### src/rtl/core/rotated_pi_visual_servo_step_unit_defines.svh
// Assertion macros shared by the servo step RTL.
`ifndef ROTATED_PI_VISUAL_SERVO_STEP_UNIT_DEFINES_SVH
`define ROTATED_PI_VISUAL_SERVO_STEP_UNIT_DEFINES_SVH

// Consequent must hold in the same cycle as the antecedent.
`define RPVS_CHECK_NOW(name, ante, cons, msg) \
  name: assert property (@(posedge clk) disable iff (!rst_n) (ante) |-> (cons)) \
    else $error(msg);

// Consequent must hold in the cycle after the antecedent.
`define RPVS_CHECK_NEXT(name, ante, cons, msg) \
  name: assert property (@(posedge clk) disable iff (!rst_n) (ante) |=> (cons)) \
    else $error(msg);

`endif

### src/rtl/core/rpvs_pkg.sv
package rpvs_pkg;

  localparam int DEF_GOAL_COUNT    = 4;
  localparam int DEF_CORDIC_STEPS  = 16;
  localparam int DEF_FRACTION_BITS = 8;

  localparam int LABEL_REGS  = 4;
  localparam int CFG_IDX_W   = 3;
  localparam int CFG_DATA_W  = 13;
  localparam int LABEL_W     = 8;
  localparam int LIMIT_W     = 13;
  localparam int DEADBAND_W  = 8;

  // register indexes on the configuration port
  localparam logic [CFG_IDX_W-1:0] REG_LABEL0   = 3'd0;
  localparam logic [CFG_IDX_W-1:0] REG_LABEL1   = 3'd1;
  localparam logic [CFG_IDX_W-1:0] REG_LABEL2   = 3'd2;
  localparam logic [CFG_IDX_W-1:0] REG_LABEL3   = 3'd3;
  localparam logic [CFG_IDX_W-1:0] REG_LIMIT    = 3'd4;
  localparam logic [CFG_IDX_W-1:0] REG_DEADBAND = 3'd5;

  localparam logic [LIMIT_W-1:0]    LIMIT_RST    = 13'd2000;
  localparam logic [DEADBAND_W-1:0] DEADBAND_RST = 8'd20;

  // binary angle: 2^32 per turn
  localparam int ANG_W      = 33;
  localparam int STEP_IDX_W = 5;
  localparam int ATAN_LEN   = 24;
  localparam logic signed [ANG_W-1:0] ANG_QUARTER = 33'sh0_4000_0000;
  localparam logic signed [ANG_W-1:0] ANG_HALF    = 33'sh0_8000_0000;

  localparam int GAIN_Q16   = 39797;
  localparam int GAIN_SHIFT = 16;
  localparam int GAIN_HALF  = 32768;

  localparam int STEP_W   = 14;
  localparam int STEP_MAX = 8191;
  localparam int STEP_MIN = -8192;
  localparam int POS_W    = 16;

  localparam int ARENA_X_LO = -700;
  localparam int ARENA_X_HI = 2000;
  localparam int ARENA_Y_LO = -1300;
  localparam int ARENA_Y_HI = 1500;

  localparam int INT_DIV   = 200;
  localparam int INT_ROUND = 100;

  typedef struct packed {
    logic busy;
    logic done;
  } cordic_stat_t;

  function automatic logic signed [ANG_W-1:0] atan_val(input logic [STEP_IDX_W-1:0] idx);
    unique case (idx)
      5'd0:    atan_val = 33'sd536870912;
      5'd1:    atan_val = 33'sd316933406;
      5'd2:    atan_val = 33'sd167458907;
      5'd3:    atan_val = 33'sd85004756;
      5'd4:    atan_val = 33'sd42667331;
      5'd5:    atan_val = 33'sd21354465;
      5'd6:    atan_val = 33'sd10679838;
      5'd7:    atan_val = 33'sd5340245;
      5'd8:    atan_val = 33'sd2670163;
      5'd9:    atan_val = 33'sd1335087;
      5'd10:   atan_val = 33'sd667544;
      5'd11:   atan_val = 33'sd333772;
      5'd12:   atan_val = 33'sd166886;
      5'd13:   atan_val = 33'sd83443;
      5'd14:   atan_val = 33'sd41722;
      5'd15:   atan_val = 33'sd20861;
      5'd16:   atan_val = 33'sd10430;
      5'd17:   atan_val = 33'sd5215;
      5'd18:   atan_val = 33'sd2608;
      5'd19:   atan_val = 33'sd1304;
      5'd20:   atan_val = 33'sd652;
      5'd21:   atan_val = 33'sd326;
      5'd22:   atan_val = 33'sd163;
      5'd23:   atan_val = 33'sd81;
      default: atan_val = '0;
    endcase
  endfunction

endpackage

### src/rtl/core/rotated_pi_visual_servo_step_unit.sv
// Matched request: accept, then the states ROT (CORDIC), GX, GY, GS, INTEG, QX, QY, QW, CORR,
// CTL, MM and FIN, where the result is registered. Unmatched request: IDLE straight to FIN.
// One request in flight; a new one is taken the cycle after the result is registered. The CORDIC
// loop and the shared multiplier (gain and reciprocal steps, one per cycle) dominate that path.
// rst_n (synchronous, active low) clears integrals, goal index, held steps and restores
// the register defaults: labels 0..3, integral limit 2000, deadband 20.
`include "rotated_pi_visual_servo_step_unit_defines.svh"

module rotated_pi_visual_servo_step_unit #(
  parameter int GOAL_COUNT    = rpvs_pkg::DEF_GOAL_COUNT,
  parameter int CORDIC_STEPS  = rpvs_pkg::DEF_CORDIC_STEPS,
  parameter int FRACTION_BITS = rpvs_pkg::DEF_FRACTION_BITS,
  localparam int GW = $clog2(GOAL_COUNT + 1)
) (
  input  logic                                 clk,
  input  logic                                 rst_n,
  input  logic                                 in_valid,
  output logic                                 in_stall,
  input  logic [7:0]                           in_object_class,
  input  logic signed [11:0]                   in_offset_x,
  input  logic signed [11:0]                   in_offset_y,
  input  logic signed [15:0]                   in_heading,
  input  logic signed [15:0]                   in_position_x_mm,
  input  logic signed [15:0]                   in_position_y_mm,
  output logic                                 out_valid,
  input  logic                                 out_stall,
  output logic                                 out_matched,
  output logic signed [13:0]                   out_step_x_mm,
  output logic signed [13:0]                   out_step_y_mm,
  output logic                                 out_goal_reached,
  output logic [GW-1:0]                        out_goal_number,
  input  logic                                 cfg_valid,
  output logic                                 cfg_ready,
  input  logic [rpvs_pkg::CFG_IDX_W-1:0]       cfg_index,
  input  logic [rpvs_pkg::CFG_DATA_W-1:0]      cfg_data
);

  localparam int DW    = 15 + FRACTION_BITS;   // rotated vector and sums
  localparam int IW    = 14 + FRACTION_BITS;   // integral state
  localparam int MW    = DW + 1;               // multiplier operand
  localparam int RS    = DW + 1;               // reciprocal shift
  localparam int RECIP = (1 << RS) / rpvs_pkg::INT_DIV;
  localparam int QK    = 1 << (FRACTION_BITS + 6);
  localparam int QOFF  = rpvs_pkg::INT_DIV * QK + rpvs_pkg::INT_ROUND;
  localparam int GXW   = (GW > 2) ? GW : 2;
  localparam int SW    = rpvs_pkg::STEP_W;
  localparam int AW    = rpvs_pkg::POS_W + 1;

  localparam logic [3:0] S_IDLE  = 4'd0;
  localparam logic [3:0] S_ROT   = 4'd1;
  localparam logic [3:0] S_GX    = 4'd2;
  localparam logic [3:0] S_GY    = 4'd3;
  localparam logic [3:0] S_GS    = 4'd4;
  localparam logic [3:0] S_INTEG = 4'd5;
  localparam logic [3:0] S_QX    = 4'd6;
  localparam logic [3:0] S_QY    = 4'd7;
  localparam logic [3:0] S_QW    = 4'd8;
  localparam logic [3:0] S_CORR  = 4'd9;
  localparam logic [3:0] S_CTL   = 4'd10;
  localparam logic [3:0] S_MM    = 4'd11;
  localparam logic [3:0] S_FIN   = 4'd12;

  logic [3:0] state_r, state_nxt;

  logic [rpvs_pkg::LABEL_W-1:0]    lbl_r [rpvs_pkg::LABEL_REGS];
  logic [rpvs_pkg::LIMIT_W-1:0]    lim_r;
  logic [rpvs_pkg::DEADBAND_W-1:0] db_r;

  logic signed [15:0]   pos_x_r, pos_y_r;
  logic                 match_r;
  logic signed [DW-1:0] rx_r, ry_r;
  logic signed [IW-1:0] ix_r, iy_r;
  logic [DW-1:0]        q0x_r, q0y_r;
  logic signed [DW-1:0] qx_r, qy_r;
  logic signed [DW:0]   ux_r, uy_r;
  logic signed [SW-1:0] sx_r, sy_r;
  logic                 reached_r;

  logic signed [SW-1:0] held_x_r, held_y_r, held_x_nxt, held_y_nxt;
  logic [GW-1:0]        goal_r, goal_nxt;

  logic                 out_valid_r, out_valid_nxt;
  logic                 out_matched_r, out_reached_r;
  logic signed [SW-1:0] out_sx_r, out_sy_r;
  logic [GW-1:0]        out_goal_r;

  logic                   in_acc, match_w, fin_load, x_ok, y_ok;
  logic [GXW-1:0]         goal_ext;
  logic signed [DW-1:0]   cor_x0, cor_y0, cor_x, cor_y;
  rpvs_pkg::cordic_stat_t cor_stat;
  logic signed [MW-1:0]   mul_a, mul_b;
  logic signed [2*MW-1:0] mul_p, gain_rnd;
  logic [DW-1:0]          vx, vy;
  logic signed [AW-1:0]   nx, ny;

  function automatic logic signed [IW-1:0] integ_upd(input logic signed [IW-1:0] i,
                                                     input logic signed [DW-1:0] r,
                                                     input logic [rpvs_pkg::LIMIT_W-1:0] lim);
    logic signed [DW-1:0] s;
    logic signed [DW-1:0] l;
    s = DW'(i) + r;
    l = signed'(DW'({lim, FRACTION_BITS'(0)}));
    if (s > l) begin
      s = l;
    end else if (s < -l) begin
      s = -l;
    end
    return IW'(s);
  endfunction

  // integral + rounding + bias that keeps the dividend positive
  function automatic logic [DW-1:0] rec_arg(input logic signed [IW-1:0] i);
    logic signed [DW:0] t;
    t = (DW+1)'(i) + (DW+1)'(QOFF);
    return t[DW-1:0];
  endfunction

  // reciprocal estimate is low by at most one: fix with one compare, drop the bias
  function automatic logic signed [DW-1:0] q_fix(input logic [DW-1:0] q0,
                                                 input logic [DW-1:0] v);
    logic [DW-1:0] rem;
    rem = v - q0 * DW'(rpvs_pkg::INT_DIV);
    return signed'(q0 + DW'(rem >= DW'(rpvs_pkg::INT_DIV)) - DW'(QK));
  endfunction

  function automatic logic signed [DW:0] ctl(input logic signed [DW-1:0] r,
                                             input logic signed [DW-1:0] q,
                                             input logic [rpvs_pkg::DEADBAND_W-1:0] db);
    logic signed [DW:0] u;
    logic signed [DW:0] d;
    u = (DW+1)'(r) + (DW+1)'(q);
    d = signed'((DW+1)'({db, FRACTION_BITS'(0)}));
    if (u > -d && u < d) begin
      u = '0;
    end
    return u;
  endfunction

  function automatic logic signed [SW-1:0] to_mm(input logic signed [DW:0] u);
    logic signed [DW+1:0] t;
    t = ((DW+2)'(u) <<< 1) + (DW+2)'(1 << (FRACTION_BITS - 1));
    t = t >>> FRACTION_BITS;
    if (t > (DW+2)'(rpvs_pkg::STEP_MAX)) begin
      t = (DW+2)'(rpvs_pkg::STEP_MAX);
    end else if (t < (DW+2)'(rpvs_pkg::STEP_MIN)) begin
      t = (DW+2)'(rpvs_pkg::STEP_MIN);
    end
    return SW'(t);
  endfunction

  assign in_stall  = (state_r != S_IDLE);
  assign in_acc    = in_valid && !in_stall;
  assign cfg_ready = 1'b1;

  assign goal_ext = GXW'(goal_r);
  assign match_w  = (goal_r < GW'(GOAL_COUNT)) &&
                    (GXW'(goal_r) < GXW'(rpvs_pkg::LABEL_REGS)) &&
                    (in_object_class == lbl_r[goal_ext[1:0]]);

  assign cor_x0 = DW'(in_offset_x) <<< FRACTION_BITS;
  assign cor_y0 = DW'(in_offset_y) <<< FRACTION_BITS;

  rpvs_cordic #(
    .DW    (DW),
    .STEPS (CORDIC_STEPS)
  ) u_cordic (
    .clk   (clk),
    .rst_n (rst_n),
    .start (in_acc && match_w),
    .x0    (cor_x0),
    .y0    (cor_y0),
    .ang   (in_heading),
    .x_out (cor_x),
    .y_out (cor_y),
    .stat  (cor_stat)
  );

  assign vx = rec_arg(ix_r);
  assign vy = rec_arg(iy_r);

  always_comb begin
    unique case (state_r)
      S_GX: begin
        mul_a = MW'(cor_x);
        mul_b = MW'(rpvs_pkg::GAIN_Q16);
      end
      S_GY: begin
        mul_a = MW'(cor_y);
        mul_b = MW'(rpvs_pkg::GAIN_Q16);
      end
      S_QX: begin
        mul_a = signed'({1'b0, vx});
        mul_b = MW'(RECIP);
      end
      S_QY: begin
        mul_a = signed'({1'b0, vy});
        mul_b = MW'(RECIP);
      end
      default: begin
        mul_a = '0;
        mul_b = '0;
      end
    endcase
  end

  rpvs_mul #(
    .W (MW)
  ) u_mul (
    .clk (clk),
    .a   (mul_a),
    .b   (mul_b),
    .p   (mul_p)
  );

  assign gain_rnd = mul_p + (2*MW)'(rpvs_pkg::GAIN_HALF);

  // arena check on the new position
  assign nx   = AW'(pos_x_r) + AW'(sx_r);
  assign ny   = AW'(pos_y_r) + AW'(sy_r);
  assign x_ok = (nx > AW'(rpvs_pkg::ARENA_X_LO)) && (nx < AW'(rpvs_pkg::ARENA_X_HI));
  assign y_ok = (ny > AW'(rpvs_pkg::ARENA_Y_LO)) && (ny < AW'(rpvs_pkg::ARENA_Y_HI));

  assign fin_load   = (state_r == S_FIN) && (!out_valid_r || !out_stall);
  assign held_x_nxt = (match_r && x_ok) ? sx_r : held_x_r;
  assign held_y_nxt = (match_r && y_ok) ? sy_r : held_y_r;
  assign goal_nxt   = (match_r && reached_r) ? GW'(goal_r + 1'b1) : goal_r;

  always_comb begin
    if (fin_load) begin
      out_valid_nxt = 1'b1;
    end else if (!out_stall) begin
      out_valid_nxt = 1'b0;
    end else begin
      out_valid_nxt = out_valid_r;
    end
  end

  always_comb begin
    state_nxt = state_r;
    unique case (state_r)
      S_IDLE:  if (in_acc) begin
                 state_nxt = match_w ? S_ROT : S_FIN;
               end
      S_ROT:   if (cor_stat.done) begin
                 state_nxt = S_GX;
               end
      S_GX:    state_nxt = S_GY;
      S_GY:    state_nxt = S_GS;
      S_GS:    state_nxt = S_INTEG;
      S_INTEG: state_nxt = S_QX;
      S_QX:    state_nxt = S_QY;
      S_QY:    state_nxt = S_QW;
      S_QW:    state_nxt = S_CORR;
      S_CORR:  state_nxt = S_CTL;
      S_CTL:   state_nxt = S_MM;
      S_MM:    state_nxt = S_FIN;
      S_FIN:   if (fin_load) begin
                 state_nxt = S_IDLE;
               end
      default: state_nxt = S_IDLE;
    endcase
  end

  // datapath registers, advanced by the sequencer
  always_ff @(posedge clk) begin
    if (in_acc) begin
      pos_x_r <= in_position_x_mm;
      pos_y_r <= in_position_y_mm;
      match_r <= match_w;
    end
    if (state_r == S_GY) begin
      rx_r <= gain_rnd[rpvs_pkg::GAIN_SHIFT +: DW];
    end
    if (state_r == S_GS) begin
      ry_r <= gain_rnd[rpvs_pkg::GAIN_SHIFT +: DW];
    end
    if (state_r == S_QY) begin
      q0x_r <= mul_p[RS +: DW];
    end
    if (state_r == S_QW) begin
      q0y_r <= mul_p[RS +: DW];
    end
    if (state_r == S_CORR) begin
      qx_r <= q_fix(q0x_r, vx);
      qy_r <= q_fix(q0y_r, vy);
    end
    if (state_r == S_CTL) begin
      ux_r <= ctl(rx_r, qx_r, db_r);
      uy_r <= ctl(ry_r, qy_r, db_r);
    end
    if (state_r == S_MM) begin
      sx_r      <= to_mm(ux_r);
      sy_r      <= to_mm(uy_r);
      reached_r <= (ux_r == '0) && (uy_r == '0);
    end
    if (fin_load) begin
      out_matched_r <= match_r;
      out_reached_r <= match_r && reached_r;
      out_sx_r      <= held_x_nxt;
      out_sy_r      <= held_y_nxt;
      out_goal_r    <= goal_nxt;
    end
  end

  always_ff @(posedge clk) begin
    if (!rst_n) begin
      state_r     <= S_IDLE;
      out_valid_r <= 1'b0;
      ix_r        <= '0;
      iy_r        <= '0;
      goal_r      <= '0;
      held_x_r    <= '0;
      held_y_r    <= '0;
      lim_r       <= rpvs_pkg::LIMIT_RST;
      db_r        <= rpvs_pkg::DEADBAND_RST;
      for (int k = 0; k < rpvs_pkg::LABEL_REGS; k++) begin
        lbl_r[k] <= rpvs_pkg::LABEL_W'(k);
      end
    end else begin
      state_r     <= state_nxt;
      out_valid_r <= out_valid_nxt;
      if (state_r == S_INTEG) begin
        ix_r <= integ_upd(ix_r, rx_r, lim_r);
        iy_r <= integ_upd(iy_r, ry_r, lim_r);
      end
      if (fin_load) begin
        goal_r   <= goal_nxt;
        held_x_r <= held_x_nxt;
        held_y_r <= held_y_nxt;
      end
      if (cfg_valid && cfg_ready) begin
        unique case (cfg_index)
          rpvs_pkg::REG_LABEL0:   lbl_r[0] <= cfg_data[rpvs_pkg::LABEL_W-1:0];
          rpvs_pkg::REG_LABEL1:   lbl_r[1] <= cfg_data[rpvs_pkg::LABEL_W-1:0];
          rpvs_pkg::REG_LABEL2:   lbl_r[2] <= cfg_data[rpvs_pkg::LABEL_W-1:0];
          rpvs_pkg::REG_LABEL3:   lbl_r[3] <= cfg_data[rpvs_pkg::LABEL_W-1:0];
          rpvs_pkg::REG_LIMIT:    lim_r    <= cfg_data[rpvs_pkg::LIMIT_W-1:0];
          rpvs_pkg::REG_DEADBAND: db_r     <= cfg_data[rpvs_pkg::DEADBAND_W-1:0];
          default: ;
        endcase
      end
    end
  end

  assign out_valid        = out_valid_r;
  assign out_matched      = out_matched_r;
  assign out_step_x_mm    = out_sx_r;
  assign out_step_y_mm    = out_sy_r;
  assign out_goal_reached = out_reached_r;
  assign out_goal_number  = out_goal_r;

  `RPVS_CHECK_NOW(a_goal_range, 1'b1, goal_r <= GW'(GOAL_COUNT), "goal index past goal count")
  `RPVS_CHECK_NOW(a_cordic_in_rot, cor_stat.busy, state_r == S_ROT, "rotator busy outside ROT")
  `RPVS_CHECK_NEXT(a_fin_hold, (state_r == S_FIN) && out_valid_r && out_stall, state_r == S_FIN, "result dropped under stall")
  `RPVS_CHECK_NOW(a_goal_step, goal_r != $past(goal_r), $past(fin_load && match_r && reached_r), "goal moved without reach")
  `RPVS_CHECK_NOW(a_nomatch_reach, out_valid && !out_matched, !out_goal_reached, "reach flagged on unmatched request")

endmodule

### src/rtl/core/rpvs_mul.sv
module rpvs_mul #(
  parameter int W = 24
) (
  input  logic                  clk,
  input  logic signed [W-1:0]   a,
  input  logic signed [W-1:0]   b,
  output logic signed [2*W-1:0] p
);

  logic signed [2*W-1:0] p_r;

  always_ff @(posedge clk) begin
    p_r <= a * b;
  end

  assign p = p_r;

endmodule

### src/rtl/core/rpvs_cordic.sv
module rpvs_cordic #(
  parameter int DW    = 23,
  parameter int STEPS = 16
) (
  input  logic                   clk,
  input  logic                   rst_n,
  input  logic                   start,
  input  logic signed [DW-1:0]   x0,
  input  logic signed [DW-1:0]   y0,
  input  logic signed [15:0]     ang,
  output logic signed [DW-1:0]   x_out,
  output logic signed [DW-1:0]   y_out,
  output rpvs_pkg::cordic_stat_t stat
);

  localparam int ZW = rpvs_pkg::ANG_W;
  localparam int CW = rpvs_pkg::STEP_IDX_W;

  logic signed [DW-1:0] x_r, y_r, x_nxt, y_nxt;
  logic signed [ZW-1:0] z_r, z_nxt, z0, atan;
  logic signed [DW-1:0] dx, dy;
  logic [CW-1:0]        cnt_r, cnt_nxt;
  logic                 busy_r, busy_nxt, done_r, done_nxt;
  logic                 last;

  assign z0   = signed'({{(ZW-32){ang[15]}}, ang, 16'b0});
  assign atan = rpvs_pkg::atan_val(cnt_r);
  assign dx   = y_r >>> cnt_r;
  assign dy   = x_r >>> cnt_r;
  assign last = (cnt_r == CW'(STEPS - 1));

  always_comb begin
    x_nxt    = x_r;
    y_nxt    = y_r;
    z_nxt    = z_r;
    cnt_nxt  = cnt_r;
    busy_nxt = busy_r;
    done_nxt = 1'b0;
    if (start) begin
      cnt_nxt  = '0;
      busy_nxt = 1'b1;
      // fold headings beyond a quarter turn: negate and move by a half turn
      if (z0 > rpvs_pkg::ANG_QUARTER) begin
        x_nxt = -x0;
        y_nxt = -y0;
        z_nxt = z0 - rpvs_pkg::ANG_HALF;
      end else if (z0 < -rpvs_pkg::ANG_QUARTER) begin
        x_nxt = -x0;
        y_nxt = -y0;
        z_nxt = z0 + rpvs_pkg::ANG_HALF;
      end else begin
        x_nxt = x0;
        y_nxt = y0;
        z_nxt = z0;
      end
    end else if (busy_r) begin
      if (!z_r[ZW-1]) begin
        x_nxt = x_r - dx;
        y_nxt = y_r + dy;
        z_nxt = z_r - atan;
      end else begin
        x_nxt = x_r + dx;
        y_nxt = y_r - dy;
        z_nxt = z_r + atan;
      end
      cnt_nxt = cnt_r + 1'b1;
      if (last) begin
        busy_nxt = 1'b0;
        done_nxt = 1'b1;
      end
    end
  end

  always_ff @(posedge clk) begin
    x_r   <= x_nxt;
    y_r   <= y_nxt;
    z_r   <= z_nxt;
    cnt_r <= cnt_nxt;
    if (!rst_n) begin
      busy_r <= 1'b0;
      done_r <= 1'b0;
    end else begin
      busy_r <= busy_nxt;
      done_r <= done_nxt;
    end
  end

  assign x_out     = x_r;
  assign y_out     = y_r;
  assign stat.busy = busy_r;
  assign stat.done = done_r;

endmodule

### config.mk
export PLATFORM = sky130hd
export DESIGN_NAME = rotated_pi_visual_servo_step_unit
export DESIGN_NICKNAME = d
export VERILOG_FILES = /design/src/rtl/core/rpvs_pkg.sv /design/src/rtl/core/rotated_pi_visual_servo_step_unit.sv /design/src/rtl/core/rpvs_mul.sv /design/src/rtl/core/rpvs_cordic.sv
export VERILOG_INCLUDE_DIRS = /design/src /design/src/rtl/core
export SDC_FILE = /design/constraint.sdc
export NUM_CORES = 2
export LEC_CHECK = 0
export BUFFER_PORTS_ARGS = -buffer_cell sky130_fd_sc_hd__buf_2
export CORE_ASPECT_RATIO = 0.7
export CORE_UTILIZATION = 50
export CTS_CLUSTER_DIAMETER = 30
export DETAILED_ROUTE_END_ITERATION = 16
export MAX_ROUTING_LAYER = met4
export PLACE_DENSITY_LB_ADDON = 0.12
export SLEW_MARGIN = 20
export SYNTH_ARGS = -nofsm -noshare
export SYNTH_HDL_FRONTEND = slang
export SYNTH_SLANG_ARGS = --single-unit
### constraint.sdc
create_clock -name clk -period 18.1 [get_ports clk]
set_input_delay 2.715 -clock clk [delete_from_list [all_inputs] [get_ports clk]]
set_output_delay 2.715 -clock clk [all_outputs]
set_load 0.05 [all_outputs]
* After elaboration in Yosys (flattened, before gate mapping)
Memories as Yosys holds them, arrays and structs flattened. A register that Yosys moved wholly into a read port is not among the register bits.
Index checks and enable logic that the tools add are counted.
** Storage, ports and cells
- Register bits after elaboration :: 500
- RAM bits :: 32
- Bits in read-only memories :: 960
- Input port bits :: 101
- Output and inout bits :: 36
- Word-level logic and storage cells :: 213
- Memories :: 2
** Cells by class
- Add/sub/neg operators :: 31
- Multiply operators :: 3
- Order comparisons :: 21
- Equality and inequality tests :: 23
- Shift operators :: 2
- Multiplexer cells :: 62
- Bitwise gates (word level) :: 6
- Reduce and logical (&&, ||, !) cells :: 28
** Memory list
- (no name shown) :: words 32, bits a word 30, read ports 1, clocked after Yosys merged registers in 1, wr ports 0, RTL line rpvs_pkg.sv:55 : unique case (idx)
- lbl_r :: words 4, bits a word 8, read ports 1, clocked after Yosys merged registers in 1, wr ports 4, RTL line rotated_pi_visual_servo_step_unit.sv:65 : logic [rpvs_pkg::LABEL_W-1:0] lbl_r [rpvs_pkg::LABEL_REGS];
** Operators by type and width (count)
- 2-to-1 mux 23 bit :: 10
- 2-to-1 mux 33 bit :: 5
- one-hot mux 24 bit (4 select lines) :: 1
- subtractor 23 bit :: 4
- 2-to-1 mux 22 bit :: 4
- 2-to-1 mux 14 bit :: 4
- one-hot mux 4 bit (13 select lines) :: 1
- adder 25 x 9 -> 25 bit, second input constant :: 2
- adder 23 x 23 -> 24 bit :: 2
- > comparator 24 bit :: 2
- logical NOT 24 bit :: 2
- < comparator 24 x 17 -> 1 bit :: 2
- adder 22 x 23 -> 23 bit :: 2
- adder 22 x 23 -> 23 bit, second input constant :: 2
- adder 23 x 1 -> 23 bit :: 2
- adder 23 bit :: 2
- >= comparator 23 x 8 -> 1 bit, second input constant :: 2
- > comparator 23 x 22 -> 1 bit :: 2
- < comparator 23 bit :: 2
- multiplier 23 x 5 -> 20 bit, second input constant :: 2
- negator 20 -> 23 bit :: 2
- >>> shifter 23 x 5 -> 23 bit :: 2
- subtractor 23 x 15 -> 23 bit, second input constant :: 2
- multiplier 24 x 18 -> 42 bit :: 1
- 49 further kinds :: 114

* Longest topological paths before layout
- Depth in word-level cells :: 6
- Depth in mapped cells :: 32
- Gate-level depth less buffers :: 32

* By module
A second synthesis with hierarchy kept.
** Unflattened totals
- Cell total of the unflattened synthesis :: 7384
- Area total of the unflattened synthesis :: 68914.8 µm²
** Modules (own cells, without submodules)
- rotated_pi_visual_servo_step_unit :: times used 1, cells each 3406, area an instance 32825.2 µm²
- rpvs_mul :: times used 1, cells each 2316, area an instance 21969.8 µm²
- rpvs_cordic :: times used 1, cells each 1662, area an instance 14119.8 µm²

* Worst setup path before layout
OpenSTA, ideal clock, no wires.
- Kind :: register to register
- Start :: register state_r[1]
- End :: register u_mul.p_r[35], in the netlist u_mul.p[35]
- Arrival time :: 8.278 ns
- Data required time :: 18.028 ns
- Slack :: 9.749 ns
- Stages on the path, launching flop included :: 29
- Path buffers :: 2
- Period minus slack after synthesis :: 8.351 ns
- Path through :: dfxtp_1 > clkbuf_1 > nand2b_1 > nor2_1 > clkbuf_1 > a22o_1 > nor2_1 > inv_1 > fa_1 > fa_1 > inv_1 > fa_1 > inv_1 > fa_1 > fa_1 > inv_1 > fa_1 > inv_1 > ha_1 > and3_1 > a221o_1 > a32oi_1 > o21ai_0 > a221o_1 > a32o_1 > o41a_1 > a21o_1 > a21oi_1 > xnor2_1
** On the way
- Cells in the longest elaborated chain, start to end :: 4
** Ends and longest elaborated chain
- start: declaration :: RTL line rotated_pi_visual_servo_step_unit.sv:63 : logic [3:0] state_r, state_nxt;
- start signal: assignment :: RTL line rotated_pi_visual_servo_step_unit.sv:320 : state_r <= state_nxt;
- == test 4 x 3 -> 1 bit / == test 4 x 2 -> 1 bit (equally long branches) :: RTL line rotated_pi_visual_servo_step_unit.sv:182 : unique case (state_r)
- OR reduction 2 bit (no source line)
- one-hot mux 17 bit (2 select lines) :: RTL line rotated_pi_visual_servo_step_unit.sv:182
- multiplier 24 x 18 -> 42 bit * :: RTL line rpvs_mul.sv:13 : p_r <= a * b;
- end signal: assignment :: RTL line rpvs_mul.sv:13
- end: declaration :: RTL line rpvs_mul.sv:10 : logic signed [2*W-1:0] p_r;
Mark *: on every way between the ends. The rest lies on a longest branch, timed or not.
A chain may end at the register's enable or synchronous reset.

* Worst setup path after layout
- Start :: register state_r[3]
- End :: register u_mul.p_r[35], in the netlist u_mul.p[35]
Same word-level chain as after synthesis.

==> flow_summary_export.csv <==
group,metric,value,unit
grt,grt_first_pass_wirelength,257,mm
worst_setup_path,end_kind,"register",
logic_synthesis,ys.flop_type,"edfxtp_1",
worst_setup_path,critPathKind,"reg -> reg",
worst_setup_path,worstPathMaxFanout,16,
worst_setup_path,critPathRequiredTime,18.70,ns
grt,grt_pass1_vias,43535,
routing,antenna_left,0,
logic_synthesis,async_flop_share,0,%
grt,grt_usage,29.8,%
place,dpl.hpwl,134,mm
routing,vias,44902,
finish,stdcell_count,7731,
logic_synthesis,synth-edff-count,382,
finish,fin_area,0.0629,mm²
clocking,cts_tree,"built",
grt,grt_max_degree,76,
clocking,cts_buffers,110,
finish,syn_to_final_growth,11.4,%
worst_hold_path,hold_path_class,"reg -> reg",
worst_setup_path,cp_common_cell,"inv_1",
logic_synthesis,synth_cells,5971,
sta,max_freq,0.107,GHz
place,dpl_cell_area,0.0588,mm²
pwr,p_per_area,161,mW/mm²
clocking,post_cts_resized,0,
place,io_buffer_count,135,
logic_synthesis,syn_avg_cell_area,9.45,µm²
routing,wl_met1,78.9,mm
worst_setup_path,cp_data_arrival_time,9.91,ns
sta,rsz0062_at_grt,"no",
sta,whs,0.454,ns
sta,hold_violations,0,
grt,grt_overflow,0,
sta,slew_violations,0,
worst_setup_path,path_buf_inv,7,
routing,via_per_inst,5.81,
worst_setup_path,cp_slowest_cell,"dfxtp_1",
clocking,htreeDepth,3,
routing,drc,0,
routing,first_pass_iters,6,
routing,met3_length,14.2,mm
sta,period_needed,9.32,ns
finish,layout-drive-gt1-share,9.23,%
run,max_cap_violations,0,
logic_synthesis,ys_warn_count,0,
routing,highest_layer,"met4",
clocking,cts-root-buf,"clkbuf_16",
sta,tightest_slew,1.11,ns
clocking,hold_buffers,0,
die,num_rows,102,
finish,final_core_util,56.5,%
die,die_width,404,µm
sta,finalSetupViolations,0,
sta,slew_headroom,26.3,%
worst_setup_path,cp_slowest_stage_delay,0.68,ns
routing,wl_met2,69.3,mm
clocking,postCtsSetupRepairBufs,0,
place,gp_congestion,1.00,
sta,final.period_utilization,51.5,%
die,initial_core_util,50.7,%
clocking,cts_num_sinks,549,
sta,clock_skew,0.0777,ns
die,core_area,0.111,mm²
routing,wl_per_cell,21.4,µm
place,place_inst,7520,
clocking,clk_pin_slew,0.05,ns
worst_setup_path,start_kind,"register",
status,status,"finished clean",
routing,routed_wl,166,mm
pwr,p_leak,28.2,nW
logic_synthesis,ys_seq_elements,549,
logic_synthesis,synth.distinct_cells,101,
sta,tns,0,ns
die,ios,137,
routing,first_iter_violations,3916,
finish,final_nets,7201,
die,die-area,0.114,mm²
grt,antenna_found_initial,5,
pwr,ir_worst_vdd,0.000166,V
logic_synthesis,yosysSeqAreaShare,26.3,%
worst_setup_path,crit_family,"adder cells",
die,die_y,283,µm
logic_synthesis,syn-cell-area,0.0564,mm²
clocking,clock_path_buffers,3,
clocking,worstSkewPairLatency,0.75,ns
==> synthesized netlist by cell type, drive strengths merged (144+ instances only) <==
| master | instances | area [µm²] |
|---|---|---|
| a21oi | 367 | 1840 |
| nand2 | 417 | 1570 |
| o21ai | 241 | 1210 |
| edfxtp | 382 | 11500 |
| ha | 593 | 7420 |
| inv | 759 | 2850 |
| dfxtp | 167 | 3340 |
| xnor2 | 274 | 2400 |
| nand3 | 144 | 721 |
| fa | 383 | 7670 |
| nor2 | 419 | 1570 |
| xor2 | 202 | 1770 |
==> through the flow <==
stage                     setup slack, ns  power [mW]
final                                8.78        10.1
after global routing                 8.32        11.0
after CTS                            8.83        10.1
after detailed placement             8.89        7.89
after global placement               8.96        7.84
after floorplan                      9.75        6.42
==> where the power goes <==
group	switching (mW)	leakage (nW)	internal, mW	total [mW]
Sequential	0.232	4.84	1.64	1.87
Combinational	3.55	21.4	2.52	6.07
Clock	0.784	1.97	1.37	2.16
Total	4.57	28.2	5.53	10.1
==> worst paths after layout <==
check / end / cells past startpoint / slack (ns) / startpoint
max: u_mul.p[35]$_DFF_P_ / 28 / 8.78 / state_r[3]$_SDFFE_PN0P_
min: held_y_r[5]$_SDFFE_PN0P_ / 2 / 0.45 / held_y_r[5]$_SDFFE_PN0P_
max reg2reg: u_mul.p[35]$_DFF_P_ / 28 / 8.78 / state_r[3]$_SDFFE_PN0P_
min reg2reg: held_y_r[5]$_SDFFE_PN0P_ / 2 / 0.45 / held_y_r[5]$_SDFFE_PN0P_
==> registers in the layout, summed over array words and instances, names as in the netlist, 16 cells and up, named ones only <==
| register | flops |
|---|---|
| iy_r | 22 |
| rx_r | 23 |
| pos_x_r | 16 |
| u_cordic.atan | 30 |
| uy_r | 24 |
| ux_r | 24 |
| lbl_r | 32 |
| q0x_r | 18 |
| u_cordic.x_out | 23 |
| qy_r | 23 |
| u_cordic.z_r | 33 |
| ry_r | 23 |
| pos_y_r | 16 |
| u_cordic.y_out | 23 |
| q0y_r | 18 |
| qx_r | 23 |
| ix_r | 22 |
| u_mul.p | 27 |
==> worst min-delay path: cells and delay by family (launching register included) <==
family / cells / cell delay [ns]
flip-flops: 1 / 0.31
AND/OR/NAND/NOR: 1 / 0.05
multiplexers: 1 / 0.05
==> routing by layer <==
metal | global-route usage [%] | vias to the layer above
li1 | - | 21380
met1 | 43.8 | 21724
met2 | 42.1 | 1562
met3 | 6.06 | 236
met4 | 6.64 | 0
met5 | - | -
==> cell usage in the layout, fill, tap and decap left out, drive strengths merged, types with 202 or more instances in the layout <==
master and count:
a21oi 367, edfxtp 382, fa 383, ha 593
inv 785, nand2 417, nor2 419, o21ai 241
xnor2 274, xor2 202
==> cell type report <==
cell class | count | area (µm²)
diodes | 1 | 2.50
inverters | 763 | 2860
clock inverters | 91 | 1150
flip-flops and latches | 549 | 14800
multi-input cells | 4512 | 38200
repair buffers | 188 | 1080
clock buffers | 119 | 2860
well taps | 1508 | 1890
fillers | 9980 | 48400
==> logic make-up (layout without fill, tap and decap cells) <==
family	after synthesis	in the layout	synth area share [%]
adders and majority gates	976	976	26.7
buffers and inverters	916	1161	6.24
muxes	200	200	4.97
and+or+nand+nor	1575	1575	13.6
DFF	549	549	26.3
AOI/OAI and AO/OA	1276	1276	14.8
other	2	9	0.0133
xor gates and xnor gates	477	477	7.43
(Power assumes the default switching activity.)
